**src/hdl/vim_pkg.sv**
```systemverilog
// ----------------------------------------------------------------------------
// Variable interaction matrix - package
// Shared sizes, word codes and the row memory request type.
// ----------------------------------------------------------------------------
package vim_pkg;

    localparam int MAX_VARS = 64;
    localparam int VAR_W    = 6;
    localparam int CNT_W    = 7;
    localparam int KIND_W   = 2;

    localparam logic [CNT_W-1:0] NUM_VARS_RESET = 7'd64;

    localparam logic [KIND_W-1:0] KIND_MARK   = 2'd0;
    localparam logic [KIND_W-1:0] KIND_COMMIT = 2'd1;
    localparam logic [KIND_W-1:0] KIND_QUERY  = 2'd2;

    typedef struct packed {
        logic                rd_en;
        logic [VAR_W-1:0]    rd_addr;
        logic                wr_en;
        logic [VAR_W-1:0]    wr_addr;
        logic [MAX_VARS-1:0] wr_data;
    } mem_req_t;

endpackage

```
**src/hdl/vim_row_mem.sv**
```systemverilog
// ----------------------------------------------------------------------------
// Variable interaction matrix - row memory
// One row per variable, registered read, per-row valid bits cleared at reset.
// ----------------------------------------------------------------------------
module vim_row_mem (
    input  logic                        clk,
    input  logic                        rst_n,
    input  vim_pkg::mem_req_t           req,
    output logic [vim_pkg::MAX_VARS-1:0] rd_row
);

    logic [vim_pkg::MAX_VARS-1:0] mem_reg [vim_pkg::MAX_VARS];
    logic [vim_pkg::MAX_VARS-1:0] rd_data_reg;
    logic [vim_pkg::MAX_VARS-1:0] row_valid_reg;
    logic                         rd_valid_reg;

    always_ff @(posedge clk)
    begin
        if (req.wr_en)
        begin
            mem_reg[req.wr_addr] <= req.wr_data;
        end
        if (req.rd_en)
        begin
            rd_data_reg <= mem_reg[req.rd_addr];
        end
    end

    always_ff @(posedge clk or negedge rst_n)
    begin
        if (!rst_n)
        begin
            row_valid_reg <= '0;
            rd_valid_reg  <= 1'b0;
        end
        else
        begin
            if (req.wr_en)
            begin
                row_valid_reg[req.wr_addr] <= 1'b1;
            end
            if (req.rd_en)
            begin
                rd_valid_reg <= row_valid_reg[req.rd_addr];
            end
        end
    end

    // unwritten rows read as zero
    assign rd_row = rd_valid_reg ? rd_data_reg : '0;

endmodule

```
**config.mk**
```make
export PLATFORM = sky130hd
export DESIGN_NAME = vim_row_mem
export DESIGN_NICKNAME = d
export VERILOG_FILES = /design/src/hdl/vim_pkg.sv /design/src/hdl/vim_row_mem.sv
export SDC_FILE = /design/constraint.sdc
export NUM_CORES = 2
export LEC_CHECK = 0
export ABC_CLOCK_PERIOD_IN_PS = 2100
export BUFFER_PORTS_ARGS = -buffer_cell sky130_fd_sc_hd__clkbuf_2
export CAP_MARGIN = 25
export CELL_PAD_IN_SITES_DETAIL_PLACEMENT = 1
export CELL_PAD_IN_SITES_GLOBAL_PLACEMENT = 1
export CORE_MARGIN = 2
export CORE_UTILIZATION = 50
export DETAILED_ROUTE_END_ITERATION = 16
export PLACE_DENSITY_LB_ADDON = 0.15
export SYNTH_ARGS = -nofsm -noshare
export SYNTH_HDL_FRONTEND = slang
export SYNTH_SLANG_ARGS = --single-unit
```
**constraint.sdc**
```tcl
create_clock -name clk -period 2.1 [get_ports clk]
set_clock_uncertainty 0.15 [all_clocks]
set_input_delay 0.105 -clock clk [delete_from_list [all_inputs] [get_ports clk]]
set_output_delay 0.105 -clock clk [all_outputs]
set_load 0.1 [all_outputs]
```
== Word-level counts from Yosys, hierarchy flattened ==
Memories as Yosys holds them, arrays and structs flattened. A register that Yosys moved wholly into a read port is not among the register bits.
Cells that the tools add are included.
W data, S select, Z words.
Word-level totals
  flip-flop bits (word level): 65
  RAM bits: 4096
  input port bits: 80
  output and inout port bits: 64
  logic and storage cells: 15
  memories: 1
Memory list
  mem_reg: words 64, width 64, rd ports 1, clocked after Yosys merged registers in 1, wr ports 1, RTL line vim_row_mem.sv:12  | logic [vim_pkg::MAX_VARS-1:0] mem_reg [vim_pkg::MAX_VARS];
Cells by class
  $lt $le $gt $ge: 3
  multiplexer cells: 7
  bitwise logic cells: 1
  reductions and logical operators: 1
Operators by type and width (count)
  $mux W64: 1
  $or A64 B64 Y64: 1
  $lt A6 B7 Y1 const B: 2
  $bmux W1 S6: 1
  $demux W1 S6: 1
  $ge A6 B1 Y1 const B: 1
  $mux W1: 4
  $logic_and A1 B1 Y1: 1

== Longest topological paths before layout ==
  depth in word-level cells: 5
  mapped depth: 9
  gate-level depth less buffers: 5

== Worst setup path before layout ==
OpenSTA, ideal clock, no wires.
  kind: input -> register
  start point: input port req[67] in the netlist's numbering
  end point: register row_valid_reg[48] in the netlist's numbering
  setup time: 0.092 ns
  arrival time: 5.641 ns
  required time: 1.858 ns
  setup slack: -3.783 ns
  stages: 5
  buffers on the path: 1
  cells stage by stage: clkbuf_1 nand4b_1 or2_2 nor3_1 or2_2
On the way
  longest elaborated chain between the ends: 5
  elaborated cells on any way between the ends: 6
  classes of those cells: order compare: 2; mux: 2; bitwise: 1; reduce/logical: 1
Ends and longest elaborated chain
  from (decl): RTL line vim_row_mem.sv:8  | input vim_pkg::mem_req_t req,
  $lt A6 B7 Y1 (implied by the code) / $ge A6 B1 Y1 (equally long branches): RTL line vim_row_mem.sv:40  | row_valid_reg[req.wr_addr] <= 1'b1;
  $logic_and A1 B1 Y1 (implied by the code): RTL line vim_row_mem.sv:40
  $mux W1 (implied by the code): RTL line vim_row_mem.sv:40
  $demux W1 S6 *: RTL line vim_row_mem.sv:40
  $or A64 B64 Y64 (no source line) *
  to (signal assigned): RTL line vim_row_mem.sv:33  | row_valid_reg <= '0;
  to (signal, indexed assignment): RTL line vim_row_mem.sv:40
  to (decl): RTL line vim_row_mem.sv:14  | logic [vim_pkg::MAX_VARS-1:0] row_valid_reg;
Mark *: on every way between the ends. The rest lies on a longest branch, timed or not.
A chain may end at the register's enable or synchronous reset.

== Final worst setup path ==
  start point: register rd_valid_reg
  end point: output port rd_row[38] in the netlist's numbering
On the way
  longest elaborated chain between the ends: 1
Ends and longest elaborated chain
  from (decl): RTL line vim_row_mem.sv:15  | logic rd_valid_reg;
  from (signal assigned): RTL line vim_row_mem.sv:44  | rd_valid_reg <= row_valid_reg[req.rd_addr];
  $mux W64: RTL line vim_row_mem.sv:50  | assign rd_row = rd_valid_reg ? rd_data_reg : '0;
  to (decl): RTL line vim_row_mem.sv:9  | output logic [vim_pkg::MAX_VARS-1:0] rd_row
Every way passes these cells.

==> summary.md <==
## Setup path
• output port — nature of the critical path endpoint
• register — startpoint class of the critical path
• 7 — Critical Path Fanout Max
• sky130_fd_sc_hd__dfrtp_4 — highest-delay cell along the critical path
• 0.55 ns — Slowest Stage Delay on Critical Path
• 2.20 ns — data arrival time of the worst path
• reg2out — worst setup path category
• 1.85 ns — data required time at the worst endpoint
• 3 — worst path buffer plus inverter count
• flip-flops — delay-heaviest family, CP
• -0.16 ns — setup slack, reg-to-reg
• buf_12 -> buf_16 -> and2_4 -> buf_12 — ordered cell list for the critical path
• sky130_fd_sc_hd__buf_12 — Top cell by count, worst path

## Yosys
• 4,225 — number of register bits inferred by synthesis
• 0 — Ys Warns
• 78.2% — area fraction of the dominant cell type after synthesis
• 6,390 — synthesized net count
• 6,310 — cell count after synthesis
• 160,000 um^2 — netlist area before placement
• 29 — library cells used by synthesis
• 79.2% — post-synthesis sequential area ratio
• 25.3 um^2 — per-instance average area after synthesis
• sky130_fd_sc_hd__edfxtp_1 78%, sky130_fd_sc_hd__mux4_2 18%, sky130_fd_sc_hd__dfrtp_1 1.0% — top cells by area in the synthesized netlist
• sky130_fd_sc_hd__edfxtp_1 — biggest area consumer among synthesized cells

## STA
• 117% — final worst path period share
• 2.46 ns — minimum clock period
• 29.4% — headroom to the max-slew limit
• -22.19 ns — final sum of negative setup slack
• 0 — final-report hold violation count
• -0.357 ns — PnR worst setup slack
• 407 MHz — maximum clock rate
• true — unrepaired setup endpoints after global routing
• 1.06 ns — Slew @ Worst Pin
• 106 — count of final setup violators
• 0 — final-report max-slew violation count

## Worst hold path
• in2reg — worst min-delay path class

## Place
• 143 — count of buffers from port buffering
• 0.793 — Final Wtd Congestion
• 176,000 um^2 — instance area after placement
• 272,000 um — post-DP HPWL

## Finish
• 60.3% — Util after Layout
• 7,498 — NumNets Final
• 20.0% — Area growth, synth to finish
• 192,000 um^2 — final design instance area without fill
• 25,100 — fillers
• 40.0% — share of post-route cells with drive strength above 1
• 4,096 — number of flip-flops in the largest register

## Die
• 207 — FP Rows
• 569 um — Die Ht
• 318,000 um^2 — Core ar.
• 324,000 um^2 — die outline area
• 144 — number of top-level pins
• 50.2% — Initial Utilization
• 569 um — Die Span X

## Route
• 39.4 um — Routed wire per std cell
• 0 — number of nets with antenna violations after detailed routing
• 6.46 — Avg Vias per Cell
• 77,200 — DR vias
• 6 — DRT Pass-1 Iters
• 0 — number of DRC violations after detailed routing
• 10,500 — violation count after the first detailed-route iteration
• 471,000 um — routed wire length

## Pwr
• 941 nW/um^2 — power per cell area
• 61.1 nW — leakage power figure
• 180 mW — sum of internal, switching and leakage power
• 0.000744 V — Max rail drop VDD

## Clock network
• 0.95 ns — clock network latency to the later pin of the worst-skew pair
• 4,225 — total clock sinks
• 429 — total clock buffers created by CTS
• 4 — Max clock buf depth
• 0.06 ns — clk slew on worst S/H paths
• done — TritonCTS clock tree
• 5 — H-tree Lvls
• sky130_fd_sc_hd__clkbuf_16 — Clock Root Buffer

## Global routing
• 80,400 — via count of the first global-routing pass
• 66 — maximum number of pins on one net before global-route repair
• 0 — overall overflow remaining after global route
• 653,000 um — wire length of the first global-routing pass
• 23 — number of antenna violations at the first check in global routing
• 29.3% — global routing usage summed across all routing layers

## Flow run
• 0 — maxcap violations

## Status
• setup timing — violated checks
• finished with violations — result of the run

cells by family (layout without fill, tap and decap cells):
logic type / after synthesis / in the layout / share of synthesized area (%)
compound gates: 139 / 139 / 0.653
buf+inv: 337 / 1790 / 0.900
other cells: 0 / 9 / 0
mux: 1309 / 1309 / 18.3
simple gates: 300 / 300 / 0.948
flops: 4225 / 4225 / 79.2
synth_stat cells:
| cell type | instances |
|---|---|
| sky130_fd_sc_hd__a21oi_1 | 1 |
| sky130_fd_sc_hd__or3b_2 | 1 |
| sky130_fd_sc_hd__nand2_1 | 74 |
| sky130_fd_sc_hd__mux2i_1 | 20 |
| sky130_fd_sc_hd__a311oi_1 | 2 |
| sky130_fd_sc_hd__nand3b_1 | 2 |
| sky130_fd_sc_hd__or3_1 | 1 |
| sky130_fd_sc_hd__nor3_1 | 2 |
| sky130_fd_sc_hd__nand2b_1 | 3 |
| sky130_fd_sc_hd__inv_1 | 3 |
| sky130_fd_sc_hd__mux4_2 | 1289 |
| sky130_fd_sc_hd__a22oi_1 | 132 |
| sky130_fd_sc_hd__nand4b_1 | 1 |
| sky130_fd_sc_hd__a211oi_1 | 1 |
| sky130_fd_sc_hd__buf_4 | 1 |
| sky130_fd_sc_hd__nand3_1 | 10 |
| sky130_fd_sc_hd__edfxtp_1 | 4160 |
| sky130_fd_sc_hd__clkbuf_1 | 182 |
| sky130_fd_sc_hd__nand4_1 | 1 |
| sky130_fd_sc_hd__dfrtp_1 | 65 |
| sky130_fd_sc_hd__a31oi_1 | 2 |
| sky130_fd_sc_hd__nor2b_1 | 7 |
| sky130_fd_sc_hd__a41o_1 | 1 |
| sky130_fd_sc_hd__buf_6 | 4 |
| sky130_fd_sc_hd__or2_2 | 65 |
| sky130_fd_sc_hd__and2_1 | 65 |
| sky130_fd_sc_hd__buf_1 | 36 |
| sky130_fd_sc_hd__buf_2 | 111 |
| sky130_fd_sc_hd__nor2_1 | 68 |
layout by cell type, fill, tap and decap left out, types with 78 or more instances in the layout:
cell type / Yosys / final
sky130_fd_sc_hd__buf_4: 1 / 380
sky130_fd_sc_hd__clkbuf_16: 0 / 437
sky130_fd_sc_hd__a22oi_2: 0 / 78
sky130_fd_sc_hd__edfxtp_1: 4160 / 4160
sky130_fd_sc_hd__mux4_2: 1289 / 1289
sky130_fd_sc_hd__clkinv_1: 0 / 101
sky130_fd_sc_hd__clkbuf_1: 182 / 98
sky130_fd_sc_hd__dlygate4sd3_1: 0 / 85
sky130_fd_sc_hd__buf_12: 0 / 443
stage by stage:
| step | worst slack [ns] | hold slack [ns] | cells |
|---|---|---|---|
| 6_report | -0.357 | 0.0248 | 12000 |
| 5_1_grt | -0.386 | 0.00114 | 11900 |
| 4_1_cts | -0.401 | 0.00373 | 11900 |
| 3_5_place_dp | -1.02 | 0.00167 | 11100 |
| 3_3_place_gp | -1.01 | -0.0103 | 11100 |
| 2_1_floorplan | -0.805 | -0.341 | 6310 |
per-layer routing:
metal | part of all wire (%) | global-route usage (%) | vias to the layer above | routed length (um)
met1 | 39 | 40.5 | 42800 | 182000
met4 | 3.6 | 9.53 | 0 | 17200
met2 | 50 | 49.0 | 3789 | 238000
met3 | 7.3 | 3.72 | 817 | 34300
met5 | 0 | 0 | - | 0
li1 | - | - | 29800 | -
area by class of cell:
| type | instances | area (um^2) | share of cell area (%) |
|---|---|---|---|
| Multi-Input combinational cell | 1748 | 33000 | 17.2 |
| Antenna cell | 9 | 22.5 | 0.0117 |
| Inverter | 3 | 11.3 | 0.00587 |
| Tap cell | 4180 | 5230 | 2.73 |
| Clock inverter | 238 | 2200 | 1.15 |
| Timing Repair Buffer | 1011 | 13400 | 6.97 |
| Sequential cell | 4225 | 127000 | 66.0 |
| Clock buffer | 538 | 11300 | 5.91 |
tightest hold or removal path, delay by kind of cell:
| family | cells | cell delay, ns |
|---|---|---|
| buf+inv | 3 | 0.85 |
path summary, 6_finish.rpt:
path,startpoint,end,depth (start not counted)
setup / recovery,rd_valid_reg,rd_row[38],4
hold / removal,req[38],mem_reg[14][38],3
setup reg to reg,mem_reg[45][14],rd_data_reg[14],4
hold reg to reg,row_valid_reg[30],row_valid_reg[30],1
max in group asynchronous,rst_n,row_valid_reg[57],4
min in group asynchronous,rst_n,row_valid_reg[22],4
repair_timing:
item	CTS	global route
resized for setup	180	27
pin swaps	57	19
setup buffers	3	1
endpoints found under the setup margin	124	435
hold buffers	81	7
hold endpoints to repair	5983	213
cloned	2	3
where the power goes:
part	internal (mW)	switching [mW]
Clock	42.9	31.8
Sequential	93.6	0.495
Combinational	5.14	6.37
Power figures use the tool's default switching activity.
