===== config.mk =====
export PLATFORM = sky130hd
export DESIGN_NAME = vim_ctrl
export DESIGN_NICKNAME = d
export VERILOG_FILES = /design/src/hdl/vim_pkg.sv /design/src/hdl/vim_ctrl.sv
export SDC_FILE = /design/constraint.sdc
export NUM_CORES = 1
export LEC_CHECK = 0
export BUFFER_PORTS_ARGS = -buffer_cell sky130_fd_sc_hd__buf_2
export CORE_ASPECT_RATIO = 1.2
export CORE_UTILIZATION = 60
export DETAILED_ROUTE_END_ITERATION = 8
export PLACE_DENSITY = 0.84
export RECOVER_POWER = 50
export SLEW_MARGIN = 30
export SYNTH_ARGS = -nofsm -noshare
export SYNTH_HDL_FRONTEND = slang
export SYNTH_SLANG_ARGS = --single-unit

===== constraint.sdc =====
create_clock -name clk -period 6.14 [get_ports clk]
set_input_delay 0.614 -clock clk [delete_from_list [all_inputs] [get_ports clk]]
set_output_delay 0.614 -clock clk [all_outputs]
set_load 0.005 [all_outputs]

===== src/hdl/vim_pkg.sv =====
// ----------------------------------------------------------------------------
// Variable interaction matrix - package
// Shared sizes, word codes and the row memory request type.
// ----------------------------------------------------------------------------
package vim_pkg;

    localparam int MAX_VARS = 64;
    localparam int VAR_W    = 6;
    localparam int CNT_W    = 7;
    localparam int KIND_W   = 2;

    localparam logic [CNT_W-1:0] NUM_VARS_RESET = 7'd64;

    localparam logic [KIND_W-1:0] KIND_MARK   = 2'd0;
    localparam logic [KIND_W-1:0] KIND_COMMIT = 2'd1;
    localparam logic [KIND_W-1:0] KIND_QUERY  = 2'd2;

    typedef struct packed {
        logic                rd_en;
        logic [VAR_W-1:0]    rd_addr;
        logic                wr_en;
        logic [VAR_W-1:0]    wr_addr;
        logic [MAX_VARS-1:0] wr_data;
    } mem_req_t;

endpackage


===== src/hdl/vim_ctrl.sv =====
// ----------------------------------------------------------------------------
// Variable interaction matrix - sequencer
// Support bitmap, commit row walk with one shared mask/OR unit, query path.
// ----------------------------------------------------------------------------
module vim_ctrl (
    input  logic                          clk,
    input  logic                          rst_n,
    input  logic                          in_valid,
    output logic                          in_stall,
    input  logic [vim_pkg::KIND_W-1:0]    kind,
    input  logic [vim_pkg::VAR_W-1:0]     var_a,
    input  logic [vim_pkg::VAR_W-1:0]     var_b,
    input  logic [vim_pkg::CNT_W-1:0]     n_active,
    output vim_pkg::mem_req_t             mem_req,
    input  logic [vim_pkg::MAX_VARS-1:0]  rd_row,
    output logic                          out_valid,
    input  logic                          out_stall,
    output logic                          interacts
);

    typedef enum logic [1:0] {ST_IDLE, ST_SCAN, ST_WR, ST_QRY} state_t;

    state_t                       state_reg,     state_next;
    logic [vim_pkg::MAX_VARS-1:0] support_reg,   support_next;
    logic [vim_pkg::MAX_VARS-1:0] marked_reg,    marked_next;
    logic [vim_pkg::CNT_W-1:0]    row_reg,       row_next;
    logic [vim_pkg::VAR_W-1:0]    col_reg,       col_next;
    logic                         hit_reg,       hit_next;
    logic                         out_valid_reg, out_valid_next;
    logic                         interacts_reg, interacts_next;

    logic                         accept;
    logic [vim_pkg::VAR_W-1:0]    a_lo;
    logic [vim_pkg::VAR_W-1:0]    a_hi;
    logic                         q_hit;
    logic [vim_pkg::MAX_VARS-1:0] n_mask;
    logic [vim_pkg::MAX_VARS-1:0] above;
    logic                         row_done;

    assign accept   = in_valid && (state_reg == ST_IDLE);
    assign in_stall = (state_reg != ST_IDLE);
    assign a_lo     = (var_a < var_b) ? var_a : var_b;
    assign a_hi     = (var_a < var_b) ? var_b : var_a;
    assign q_hit    = (a_lo != a_hi) && ({1'b0, a_hi} < n_active);
    assign n_mask   = n_active[vim_pkg::CNT_W-1] ? '1 :
                      (({{(vim_pkg::MAX_VARS-1){1'b0}}, 1'b1} << n_active[vim_pkg::VAR_W-1:0])
                       - {{(vim_pkg::MAX_VARS-1){1'b0}}, 1'b1});
    assign above    = ({vim_pkg::MAX_VARS{1'b1}} << row_reg[vim_pkg::VAR_W-1:0]) << 1;
    assign row_done = (row_reg >= n_active);

    always_comb
    begin
        state_next     = state_reg;
        support_next   = support_reg;
        marked_next    = marked_reg;
        row_next       = row_reg;
        col_next       = col_reg;
        hit_next       = hit_reg;
        out_valid_next = out_valid_reg;
        interacts_next = interacts_reg;

        mem_req         = '0;
        mem_req.rd_addr = a_lo;
        mem_req.wr_addr = row_reg[vim_pkg::VAR_W-1:0];
        mem_req.wr_data = rd_row | (marked_reg & above);

        if (out_valid_reg && !out_stall)
        begin
            out_valid_next = 1'b0;
        end

        case (state_reg)
            ST_IDLE:
            begin
                if (accept)
                begin
                    case (kind)
                        vim_pkg::KIND_MARK:
                        begin
                            if ({1'b0, var_a} < n_active)
                            begin
                                support_next[var_a] = 1'b1;
                            end
                        end
                        vim_pkg::KIND_COMMIT:
                        begin
                            marked_next  = support_reg & n_mask;
                            support_next = '0;
                            row_next     = '0;
                            state_next   = ST_SCAN;
                        end
                        vim_pkg::KIND_QUERY:
                        begin
                            mem_req.rd_en = 1'b1;
                            col_next      = a_hi;
                            hit_next      = q_hit;
                            state_next    = ST_QRY;
                        end
                        default:
                        begin
                        end
                    endcase
                end
            end
            ST_SCAN:
            begin
                if (row_done)
                begin
                    state_next = ST_IDLE;
                end
                else if (marked_reg[row_reg[vim_pkg::VAR_W-1:0]])
                begin
                    mem_req.rd_en   = 1'b1;
                    mem_req.rd_addr = row_reg[vim_pkg::VAR_W-1:0];
                    state_next      = ST_WR;
                end
                else
                begin
                    row_next = row_reg + 1'b1;
                end
            end
            ST_WR:
            begin
                mem_req.wr_en = 1'b1;
                row_next      = row_reg + 1'b1;
                state_next    = ST_SCAN;
            end
            ST_QRY:
            begin
                if (!out_valid_reg || !out_stall)
                begin
                    out_valid_next = 1'b1;
                    interacts_next = hit_reg & rd_row[col_reg];
                    state_next     = ST_IDLE;
                end
            end
            default:
            begin
                state_next = ST_IDLE;
            end
        endcase
    end

    always_ff @(posedge clk or negedge rst_n)
    begin
        if (!rst_n)
        begin
            state_reg     <= ST_IDLE;
            support_reg   <= '0;
            marked_reg    <= '0;
            row_reg       <= '0;
            col_reg       <= '0;
            hit_reg       <= 1'b0;
            out_valid_reg <= 1'b0;
            interacts_reg <= 1'b0;
        end
        else
        begin
            state_reg     <= state_next;
            support_reg   <= support_next;
            marked_reg    <= marked_next;
            row_reg       <= row_next;
            col_reg       <= col_next;
            hit_reg       <= hit_next;
            out_valid_reg <= out_valid_next;
            interacts_reg <= interacts_next;
        end
    end

    assign out_valid = out_valid_reg;
    assign interacts = interacts_reg;

endmodule


== Word-level counts from Yosys, hierarchy flattened ==
Index checks and enable logic that the tools add are counted.

* Flip-flop bits (word level): 146
* Bits in latches: 0
* Memory bits (writable): 0
* Bits in read-only memories: 0
* Input port bits: 89
* Memories: 0

* Add/subtract/negate cells: 2
* Multipliers: 0
* Divide/modulo/power cells: 0
* $lt $le $gt $ge: 8
* Eq/ne operators: 14
* Shift-type cells: 2
* Mux-type cells: 32
* Bitwise gates (word level): 5
* Reductions and logical operators: 18

{| class="wikitable"
|+ Operators with widths
! operator !! count
|-
| 64-bit bitwise AND || 2
|-
| 64-bit two-way mux || 2
|-
| 64-bit bitwise OR || 2
|-
| 64-bit one-hot mux with 2 select lines || 1
|-
| 1-bit by 6-bit left shift with 64-bit output, first input constant || 1
|-
| 64-bit by 6-bit left shift with 63-bit output, first input constant || 1
|-
| 64-bit by 1-bit subtractor with 64-bit output, second input constant || 1
|-
| 7-bit two-way mux || 6
|-
| 6-bit by 7-bit < comparator with 1-bit output, second input constant || 3
|-
| 7-bit one-hot mux with 3 select lines || 1
|-
| 6-bit two-way mux || 3
|-
| 6-bit by 7-bit < comparator with 1-bit output || 2
|-
| 1-bit binary-select mux with 6-bit select || 2
|-
| 2-bit != test, second input constant || 5
|-
| 1-bit two-way mux || 9
|-
| 2-bit two-way mux || 4
|-
| 2-bit one-hot mux with 4 select lines || 1
|-
| 4-bit AND reduction || 2
|-
| 7-bit by 1-bit adder with 7-bit output, second input constant || 1
|-
| 7-bit greater-or-equal comparator || 1
|-
| 1-bit demux with 6-bit select || 1
|-
| 2-bit == test, second input constant || 3
|-
| 6-bit by 1-bit greater-or-equal comparator with 1-bit output, second input constant || 1
|-
| 6-bit < comparator || 1
|-
| other kinds (17) || 25
|}

== Longest topological paths before layout ==
* Depth in word-level cells: 7
* Depth in mapped cells: 17
* Mapped depth without buffers: 16

== Worst setup path before layout ==
No wires, ideal clock.

* Kind: input to register
* Start point: input port var_b[1] in the netlist's numbering
* End point: register hit_reg
* Setup time: 0.088 ns
* Data arrival time: 3.304 ns
* Data required time: 6.052 ns
* Setup slack: 2.747 ns
* Stages: 17
* Buffers on the path: 1
* Cells stage by stage: inv_1 > ha_1 > nor2b_1 > o21a_1 > o21ai_0 > a21oi_1 > nand2b_1 > buf_1 > o21ai_0 > ha_1 > a21o_1 > a21o_1 > a21oi_1 > o221ai_1 > nand2_1 > o21ai_0 > a41oi_1

* Cells in the longest elaborated chain, start to end: 4

{| class="wikitable"
|+ Ends and longest elaborated chain
! item !! RTL line !! source
|-
| start, declared || vim_ctrl.sv:12 || <nowiki>input logic [vim_pkg::VAR_W-1:0] var_b,</nowiki>
|-
| 6-bit < comparator (*) || vim_ctrl.sv:43 || <nowiki>assign a_hi = (var_a < var_b) ? var_b : var_a;</nowiki>
|-
| 6-bit two-way mux (*) || vim_ctrl.sv:43 ||
|-
| via a_hi, one bit || vim_ctrl.sv:34 || <nowiki>logic [vim_pkg::VAR_W-1:0] a_hi;</nowiki>
|-
| 6-bit by 7-bit < comparator with 1-bit output / 6-bit != test (equally long branches) || vim_ctrl.sv:44 || <nowiki>assign q_hit = (a_lo != a_hi) && ({1'b0, a_hi} < n_active);</nowiki>
|-
| 1-bit logical AND (*) || vim_ctrl.sv:44 ||
|-
| end signal, assigned || vim_ctrl.sv:164 || <nowiki>hit_reg <= hit_next;</nowiki>
|-
| end, declared || vim_ctrl.sv:28 || <nowiki>logic hit_reg, hit_next;</nowiki>
|}

Mark *: on every way through the listed nets, which the timed path passes. The rest lies on a longest branch.
A chain may end at the register's enable or synchronous reset.

== Worst setup path after layout ==
* Start point: input port in_valid
* End point: register marked_reg[57] in the netlist's numbering

* Cells in the longest elaborated chain, start to end: 2

{| class="wikitable"
|+ Ends and longest elaborated chain
! item !! RTL line !! source
|-
| start, declared || vim_ctrl.sv:8 || <nowiki>input logic in_valid,</nowiki>
|-
| 1-bit logical AND || vim_ctrl.sv:40 || <nowiki>assign accept = in_valid && (state_reg == ST_IDLE);</nowiki>
|-
| 3-bit AND reduction (no line) || - ||
|-
| end signal, assigned || vim_ctrl.sv:161 || <nowiki>marked_reg <= marked_next;</nowiki>
|-
| end, declared || vim_ctrl.sv:25 || <nowiki>logic [vim_pkg::MAX_VARS-1:0] marked_reg, marked_next;</nowiki>
|}

Every way passes these cells.

==> metrics.txt <==
status finished, violations left; failing checks max-capacitance violations, max-slew violations; register area 0.00365 mm^2; post-synth cell types 72; Final nets 1377; drt via density about 7.0; slowest cell on the critical path nand3_1; first-pass GRT wire length 58.0 mm; Critical Path RT roughly 6.3 ns; GRT Total Usage 45.5%; # hold bufs at CTS 0; die width roughly 120 um; slew margin rel. -155%; CTS tree built; worst r2r src state_reg[1]; Setup crit start kind input pin; worst path bufs/invs 2; setup violators final 0; share of cells above drive strength 1 21.7%; achievable clock frequency ~210 MHz; DRC viols 0; share of the synthesized area in the top cell type 36.5%; Mapped Cells 1160; worst hold path type in2reg; sequential share of the synthesized area between 30% and 40%; CP peak stage delay between 1 and 1.5 ns; WP data arrival 4.92 ns; unrepaired setup endpoints after global routing false; area leader, netlist dfrtp_1; crit path time final approximately 4.7 ns; static leakage 5.14 nW; core area ~0.016 mm^2; worst hold slack 0.444 ns; CTS Buffer Depth 2; Num CTS Buffers 17; delay-heaviest family, CP simple AND/OR/NAND/NOR gates; setup TNS 0 ns; Mean Syn Cell Area between 8 and 9 um^2; ys async rst share 100%; flops & latches, synth around 150; endpoints failing hold 0; crit path max fanout about 120; Root Buffer clkbuf_16; Avg WL per Cell between 20 and 30 um; DP HPWL about 27 mm; mapped cell area 0.0100 mm^2; vias after detailed routing between 10000 and 15000; Max Cap Viol 4; VDD IR max roughly 0.21 mV; Die Ht roughly 140 um; 1st-iter DRT viols 1507; number of global-route vias before repair between 9000 and 10000; setup repair bufs after CTS 0; commonest non-fill, non-tap cells in the layout nand2_1 (225), buf_2 (158), dfrtp_1 (146); Fillers about 1300; Design Area, Final approximately 0.011 mm^2; area delta synth->final 13.8%; PostCTS Resize Cnt 0; largest net degree at the start of global routing approximately 120; clock slew at reported path FFs about 0.070 ns; crit path cell chain buf_2 > nor2b_1 > nand3_1 > clkbuf_2 > nand2_1 > o21ai_0; area of the multi-input gates approximately 0.0058 mm^2; initial core utilization approximately three fifths; total grt overflow 0; Power Density about 320 mW/mm^2; drt total wl between 30 and 40 mm; commonest non-fill, non-tap cell in the layout nand2_1; insertion delay to the later sink of the worst-skew pair 0.43 ns; min-delay src out_stall; post-synthesis net count 1282; Num Clock Sinks 146; Crit Path Category in2reg; H-tree depth 4; Post-synth EDFFs 0; I/O pins between 150 and 200; port bufs ~170; Final Wtd Congestion about 1; Slew @ Worst Pin 3.82 ns; Tcrit/Tclk final between 70 and 80%; Final ANT Viol Nets 0; top cells by area, synth dfrtp_1 (37%), nand2_1 (8.4%), o21ai_0 (7.1%), mux4_2 (6.8%), o31ai_1 (5.0%); Rows between 50 and 60; final clock skew 0.0113 ns; worst setup path start in_valid; Pins Over Slew Limit 275; area of placed instances roughly 0.011 mm^2; initial antenna violation count 3; Worst Setup End Kind register; first-pass detailed-route iteration total 6; top_reg_cell synth dfrtp_1; Yosys warning total 0; Die Area approximately 0.017 mm^2
==> worst reg2reg max path, delay by kind of cell (launching register included) <==
kind | cells | cell delay (ns)
and+or+nand+nor | 2 | 1.86
buffers and inverters | 2 | 1.59
DFF | 1 | 0.43
adders and majority gates | 1 | 0.35
AOI/OAI and AO/OA | 1 | 0.18
==> per-stage QoR <==
| stage | cells | total power [mW] | setup WS (ns) | utilization, % |
|---|---|---|---|---|
| 3_5_place_dp | 1448 | 2.50 | 2.17 | 66.4 |
| 5_1_grt | 1479 | 3.80 | 1.17 | 70.0 |
| 3_3_place_gp | 1448 | 2.47 | 2.24 | 66.4 |
| 2_1_floorplan | 1160 | 2.06 | 2.75 | - |
| 4_1_cts | 1479 | 3.63 | 1.98 | 70.3 |
| 6_report | 1480 | 3.67 | 1.41 | 70.0 |
==> final cells by class <==
type | instances | area share (%)
repair buffers | 181 | 8.01
flip-flops and latches | 146 | 32.1
diodes | 1 | 0.0220
clock inverters | 13 | 1.71
well taps | 212 | 2.33
inverters | 31 | 1.02
multi-input cells | 878 | 51.0
clock buffers | 18 | 3.86
==> synth_stat cells, types with 8 or more instances <==
library cell    n
a21o_1         32
a21oi_1        46
a31o_2         25
buf_1          12
clkbuf_1       78
dfrtp_1       146
ha_1           33
inv_1          27
mux2_2          9
mux2i_1        26
mux4_2         30
nand2_1       225
nand2b_1       11
nand3_1        25
nor2_1         51
nor2b_1         8
nor3_1         13
o21ai_0       142
o31ai_1        66
or3_1          10
==> power breakdown <==
group / total, mW / leakage, nW / internal [mW] / switching, mW
combinational: 1.25 / 2.83 / 0.522 / 0.724
clock: 1.13 / 0.301 / 0.697 / 0.438
sequential: 1.29 / 2.01 / 1.08 / 0.209
==> per-layer routing <==
metal	part of all wire (%)	GRT usage (%)	vias to the layer above
met3	13	9.92	174
met4	5.3	22.8	2
li1	-	-	4409
met1	36	59.7	4924
met5	0.031	0	-
met2	46	71.2	908
==> cells by family (layout without fill, tap and decap cells) <==
kind of cell / after synthesis / after routing / synth area share, %
xor gates and xnor gates: 9 / 9 / 0.788
AOI/OAI and AO/OA: 392 / 392 / 25.8
adders and majority gates: 33 / 33 / 4.13
other: 0 / 1 / 0
and+or+nand+nor: 376 / 376 / 16.3
buffers and inverters: 136 / 243 / 5.59
DFF: 146 / 146 / 36.5
muxes: 68 / 68 / 10.9
==> final timing paths <==
check                           depth (start not counted)  slack [ns]               to
worst max-delay path                                    6        1.41   marked_reg[57]
worst min-delay path                                    3        0.44        out_valid
worst max register to register                          6        1.49   marked_reg[57]
worst min register to register                          2        0.48  support_reg[12]
max in group asynchronous                               1        2.46   support_reg[3]
min in group asynchronous                               1        1.49        out_valid
Note: power is estimated with default switching activity, not from simulation.
